`config.mk`:
```
export PLATFORM = sky130hd
export DESIGN_NAME = tdsh_div
export DESIGN_NICKNAME = d
export VERILOG_FILES = /design/src/rtl/tdsh_pkg.sv /design/src/rtl/tdsh_div.sv
export SDC_FILE = /design/constraint.sdc
export NUM_CORES = 1
export LEC_CHECK = 0
export ABC_AREA = 1
export BUFFER_PORTS_ARGS = -buffer_cell sky130_fd_sc_hd__buf_4
export CORE_UTILIZATION = 50
export CTS_CLUSTER_SIZE = 8
export DETAILED_ROUTE_END_ITERATION = 12
export PLACE_DENSITY = 0.69
export SLEW_MARGIN = 20
export SYNTH_ARGS = -nofsm -noshare
export SYNTH_HDL_FRONTEND = slang
export SYNTH_SLANG_ARGS = --single-unit
```
`constraint.sdc`:
```
create_clock -name clk_i -period 2.5 [get_ports clk_i]
set_input_delay 0.5 -clock clk_i [delete_from_list [all_inputs] [get_ports clk_i]]
set_output_delay 0.5 -clock clk_i [all_outputs]
set_load 0.1 [all_outputs]
```
`src/rtl/tdsh_pkg.sv`:
```
// ----------------------------------------------------------------------------
// tdsh_pkg: shared types and constants of the table-driven string hash
// Generator constants, mixing-table geometry, state types and the
// constant-modulus reduction used while the table is filled.
// ----------------------------------------------------------------------------
package tdsh_pkg;

  localparam int HASH_TYPES  = 5;
  localparam int TABLE_WORDS = HASH_TYPES * 256;
  localparam int TABLE_AW    = $clog2(TABLE_WORDS);
  localparam int DIV_STEPS   = 32;
  localparam int DIV_CW      = $clog2(DIV_STEPS);

  localparam logic [21:0] GEN_START   = 22'h100001;
  localparam logic [6:0]  GEN_MUL     = 7'd125;
  localparam logic [28:0] GEN_ADD     = 29'd3;
  localparam logic [21:0] GEN_MOD     = 22'h2AAAAB;
  localparam logic [31:0] SEED_A_INIT = 32'h7FED7FED;
  localparam logic [31:0] SEED_B_INIT = 32'hEEEEEEEE;
  localparam logic [31:0] MIX_ADD     = 32'd3;
  localparam logic [16:0] BUCKET_RESET = 17'd1024;
  localparam logic [16:0] BUCKET_MAX  = 17'h10000;
  localparam logic        KIND_CHAR   = 1'b0;
  localparam logic        KIND_END    = 1'b1;

  localparam logic [7:0] CH_LOWER_A = 8'h61;
  localparam logic [7:0] CH_LOWER_Z = 8'h7A;
  localparam logic [7:0] CH_CASE    = 8'h20;

  typedef enum logic [2:0] {
    FILL_MUL_HI,
    FILL_RED_HI,
    FILL_MUL_LO,
    FILL_RED_LO,
    FILL_DONE
  } fill_state_e;

  typedef enum logic [1:0] {
    ST_IDLE,
    ST_MIX,
    ST_DIV,
    ST_OUT
  } tdsh_state_e;

  typedef struct packed {
    logic                en;
    logic [TABLE_AW-1:0] addr;
  } tbl_rd_t;

  typedef struct packed {
    logic        start;
    logic [31:0] dividend;
    logic [16:0] divisor;
  } div_req_t;

  typedef struct packed {
    logic        done;
    logic [15:0] rem;
  } div_rsp_t;

  // x mod GEN_MOD for x below 2^29; GEN_MOD = (2^23 + 1) / 3, so the
  // quotient estimate 3x >> 23 is exact or one too high
  function automatic logic [21:0] gen_reduce(input logic [28:0] x);
    logic [30:0] x3;
    logic [7:0]  q;
    logic [29:0] prod;
    logic [30:0] r;
    x3   = {2'b00, x} * 31'd3;
    q    = x3[30:23];
    prod = {22'b0, q} * {8'b0, GEN_MOD};
    if ({1'b0, prod} > {2'b00, x}) begin
      r = {2'b00, x} + {9'b0, GEN_MOD} - {1'b0, prod};
    end else begin
      r = {2'b00, x} - {1'b0, prod};
    end
    return r[21:0];
  endfunction

endpackage

```
`src/rtl/tdsh_div.sv`:
```
// ----------------------------------------------------------------------------
// tdsh_div: bit-serial remainder unit
// Restoring division of a 32-bit hash by a bucket count, one quotient bit
// per cycle; only the remainder is kept.
// ----------------------------------------------------------------------------
module tdsh_div (
  input  logic               clk_i,
  input  logic               rst_ni,
  input  tdsh_pkg::div_req_t req_i,
  output tdsh_pkg::div_rsp_t rsp_o
);

  logic                        busy_q, busy_d;
  logic [tdsh_pkg::DIV_CW-1:0] cnt_q, cnt_d;
  logic [31:0]                 dvd_q, dvd_d;
  logic [16:0]                 dvs_q, dvs_d;
  logic [16:0]                 rem_q, rem_d;
  logic [17:0]                 shifted;
  logic                        done;

  always_ff @(posedge clk_i or negedge rst_ni) begin
    if (!rst_ni) begin
      busy_q <= 1'b0;
      cnt_q  <= '0;
    end else begin
      busy_q <= busy_d;
      cnt_q  <= cnt_d;
    end
  end

  always_ff @(posedge clk_i) begin
    dvd_q <= dvd_d;
    dvs_q <= dvs_d;
    rem_q <= rem_d;
  end

  always_comb begin
    busy_d  = busy_q;
    cnt_d   = cnt_q;
    dvd_d   = dvd_q;
    dvs_d   = dvs_q;
    rem_d   = rem_q;
    done    = 1'b0;
    shifted = {rem_q, dvd_q[31]};
    if (req_i.start) begin
      busy_d = 1'b1;
      cnt_d  = '0;
      dvd_d  = req_i.dividend;
      dvs_d  = req_i.divisor;
      rem_d  = '0;
    end else if (busy_q) begin
      if (shifted >= {1'b0, dvs_q}) begin
        rem_d = 17'(shifted - {1'b0, dvs_q});
      end else begin
        rem_d = shifted[16:0];
      end
      dvd_d = {dvd_q[30:0], 1'b0};
      cnt_d = cnt_q + tdsh_pkg::DIV_CW'(1);
      if (cnt_q == tdsh_pkg::DIV_CW'(tdsh_pkg::DIV_STEPS - 1)) begin
        busy_d = 1'b0;
        done   = 1'b1;
      end
    end
  end

  assign rsp_o.done = done;
  assign rsp_o.rem  = rem_d[15:0];

endmodule

```
==> flow_summary.json <==
{
  "status": "complete, but fails checks",
  "violations": "setup timing",
  "cts_buffers": 9,
  "drc": 0,
  "grt_antenna_before_repair": 0,
  "row_count": 32,
  "root_buffer": "clkbuf_8",
  "synth.area.top_cells": "edfxtp_1, nand2_1, dfxtp_1",
  "seq_area_frac_synth": 0.472,
  "synth-edff-count": 49,
  "syn-num-nets": 620,
  "grt.total_usage": 0.263,
  "area_growth_pct": 48.2,
  "critPathArrivalTime_ns": 2.41,
  "tightestPinTransition_ns": 0.435,
  "final_cell_mix": "nand2_1, buf_4, inv_1",
  "fin_area_sq_um": 6170,
  "relSlewSlack": 0.710,
  "layout.cells.non_filler": 782,
  "period_needed_ns": 2.91,
  "worst_setup_path_end_kind": "output pin",
  "dieHeight_um": 93.2,
  "required_ns": 2.00,
  "clk_pin_slew_worst_paths_ns": 0.08,
  "max_stage_delay_ns": 0.39,
  "portBuffers": 68,
  "place.gp.congestion": 0.912,
  "async_flop_share": 0.0833,
  "wl_per_cell_um": 13.5,
  "power.density_nw_per_um2": 1040,
  "place_ws_ns": -0.154,
  "crit_buf_inv": 3,
  "clock-sinks": 72,
  "n_antenna_cell": 0,
  "pin_count": 69,
  "setup.worst_path.class": "reg2out",
  "netlist.area_leader.share": 0.354,
  "yosysTopAreaCell": "edfxtp_1",
  "fp.dieArea_sq_um": 8690,
  "syn_area_sq_um": 4160,
  "coreArea_sq_um": 7890,
  "fillers": 543,
  "post_synth.cell_area_avg_sq_um": 7.59,
  "ys.flop_type": "edfxtp_1",
  "die_w_um": 93.2,
  "grt_start_max_net_pins": 44,
  "path_cells": "inv_2, ha_4, a21oi_2, nor2_1, nor2_2, o21ai_2, nor2_4, nand2_8, nand2_1, nand3_1, nand2_2, clkinvlp_4, buf_12",
  "drt_iter0_drc": 128,
  "drive_above_1_share": 0.372,
  "first_global_vias": 4010,
  "clockBufferDepth": 2,
  "syn_inst": 548,
  "clock_latency_ns": 0.35,
  "dr.pass1.iters": 4,
  "setup_viol": 16,
  "fin_crit_sh": 1.17,
  "crit_path_start_kind": "flip-flop",
  "grt-ovfl-total": 0,
  "grt_setup_unrepaired": "yes",
  "worst_slack_ns": -0.414,
  "hold_viol": 0,
  "via_per_inst": 4.94,
  "initial_core_util": 0.527,
  "htreeDepth": 3,
  "drt-total-wl_um": 10600,
  "crit_path_max_fanout": 12,
  "cts_tree": "yes",
  "postPlaceCellArea_sq_um": 5400,
  "vias": 3866,
  "ys_seq_elements": 72,
  "cp_slowest_cell": "edfxtp_1",
  "fin_util": 0.782,
  "hpwl_um": 7320,
  "min_path_type": "in2reg",
  "fin_skew_ns": 0.0130,
  "fmax_mhz": 343,
  "vdd_drop_max_v": 0.000482,
  "dp.cells": 760,
  "grt_pass1_wl_um": 17700,
  "mostFrequentLayoutCell": "nand2_1",
  "p_leak_uw": 0.00304,
  "antenna_left": 0,
  "crit_family": "simple AND/OR/NAND/NOR gates",
  "maxSlewViolCount": 0,
  "yosys_warnings": 0,
  "ys_types": 37,
  "drv_cap": 0,
  "finalNetCount": 747
}
## area by class of cell
class                   instances  area, sq um  area share
clock buffers                  10          128      0.0207
clock inverters                 6         67.6      0.0110
inverters                      83          320      0.0519
multi-input cells             378         2360       0.382
flip-flops and latches         72         1960       0.318
well taps                     102          128      0.0207
repair buffers                131         1200       0.195
## timing repair
item                                    4_1_cts  5_1_grt
buffers inserted                              3        2
pin swaps                                    19       13
endpoints found under the setup margin       16       16
gates resized for setup                      90       39
hold buffers                                  1        0
endpoints found under the hold margin         6        0
cloned                                        0        0
## report_power, final
part	internal, uW	switching, uW	total (uW)
Clock	465	471	936
Combinational	1610	2330	3940
Sequential	1450	122	1570
## path summary, 6_finish.rpt
check / startpoint / to / slack, ns / cells after the start
hold reg to reg: rem_q[16] / rem_q[16] / 0.51 / 2
setup / recovery: dvs_q[15] / rsp_o[2] / -0.41 / 13
setup reg to reg: dvd_q[31] / rem_q[1] / 0.42 / 14
min in group asynchronous: rst_ni / busy_q / 0.50 / 2
hold / removal: req_i[13] / dvs_q[13] / 0.32 / 1
max in group asynchronous: rst_ni / cnt_q[1] / 1.88 / 2
## through the flow
step / setup TNS [ns] / total power, uW / hold WS [ns]
6_report: -5.99 / 6440 / 0.319
5_1_grt: -8.03 / 6800 / 0.303
4_1_cts: -6.26 / 6260 / 0.299
3_5_place_dp: -1.70 / 4690 / 0.313
3_3_place_gp: -1.20 / 4650 / 0.312
2_1_floorplan: -0.243 / 3780 / 0.204
## metal layers
layer	global-route usage	vias up	part of all wire
met5	0	-	0
met4	0.123	0	0.031
met3	0.0488	28	0.044
met2	0.477	96	0.52
met1	0.297	1786	0.40
li1	-	1956	-
## sequential cells by signal (all words and copies together) (netlist names)
| register | count |
|---|---|
| cnt_q | 5 |
| dvs_q | 17 |
| dvd_q | 32 |
| rem_q | 17 |
| busy_q | 1 |
## cell families (layout without fill, tap and decap cells)
family	Yosys count	after routing	synth area share
xor gates and xnor gates	8	8	0.0168
adders and majority gates	20	20	0.0620
DFF	72	72	0.472
and+or+nand+nor	326	326	0.324
AOI/OAI and AO/OA	24	24	0.0319
buffers and inverters	98	230	0.0938
## Yosys cell counts, types with 5 or more instances
cell type / instances
inv_1: 80
dfrtp_1: 6
nand2_1: 236
dfxtp_1: 17
a21oi_1: 11
ha_1: 19
xnor2_1: 5
o21ai_0: 8
nor3_1: 8
nand3_1: 29
edfxtp_1: 49
clkbuf_1: 10
nor2_1: 33
No activity file was read; power rests on OpenSTA's default activity.
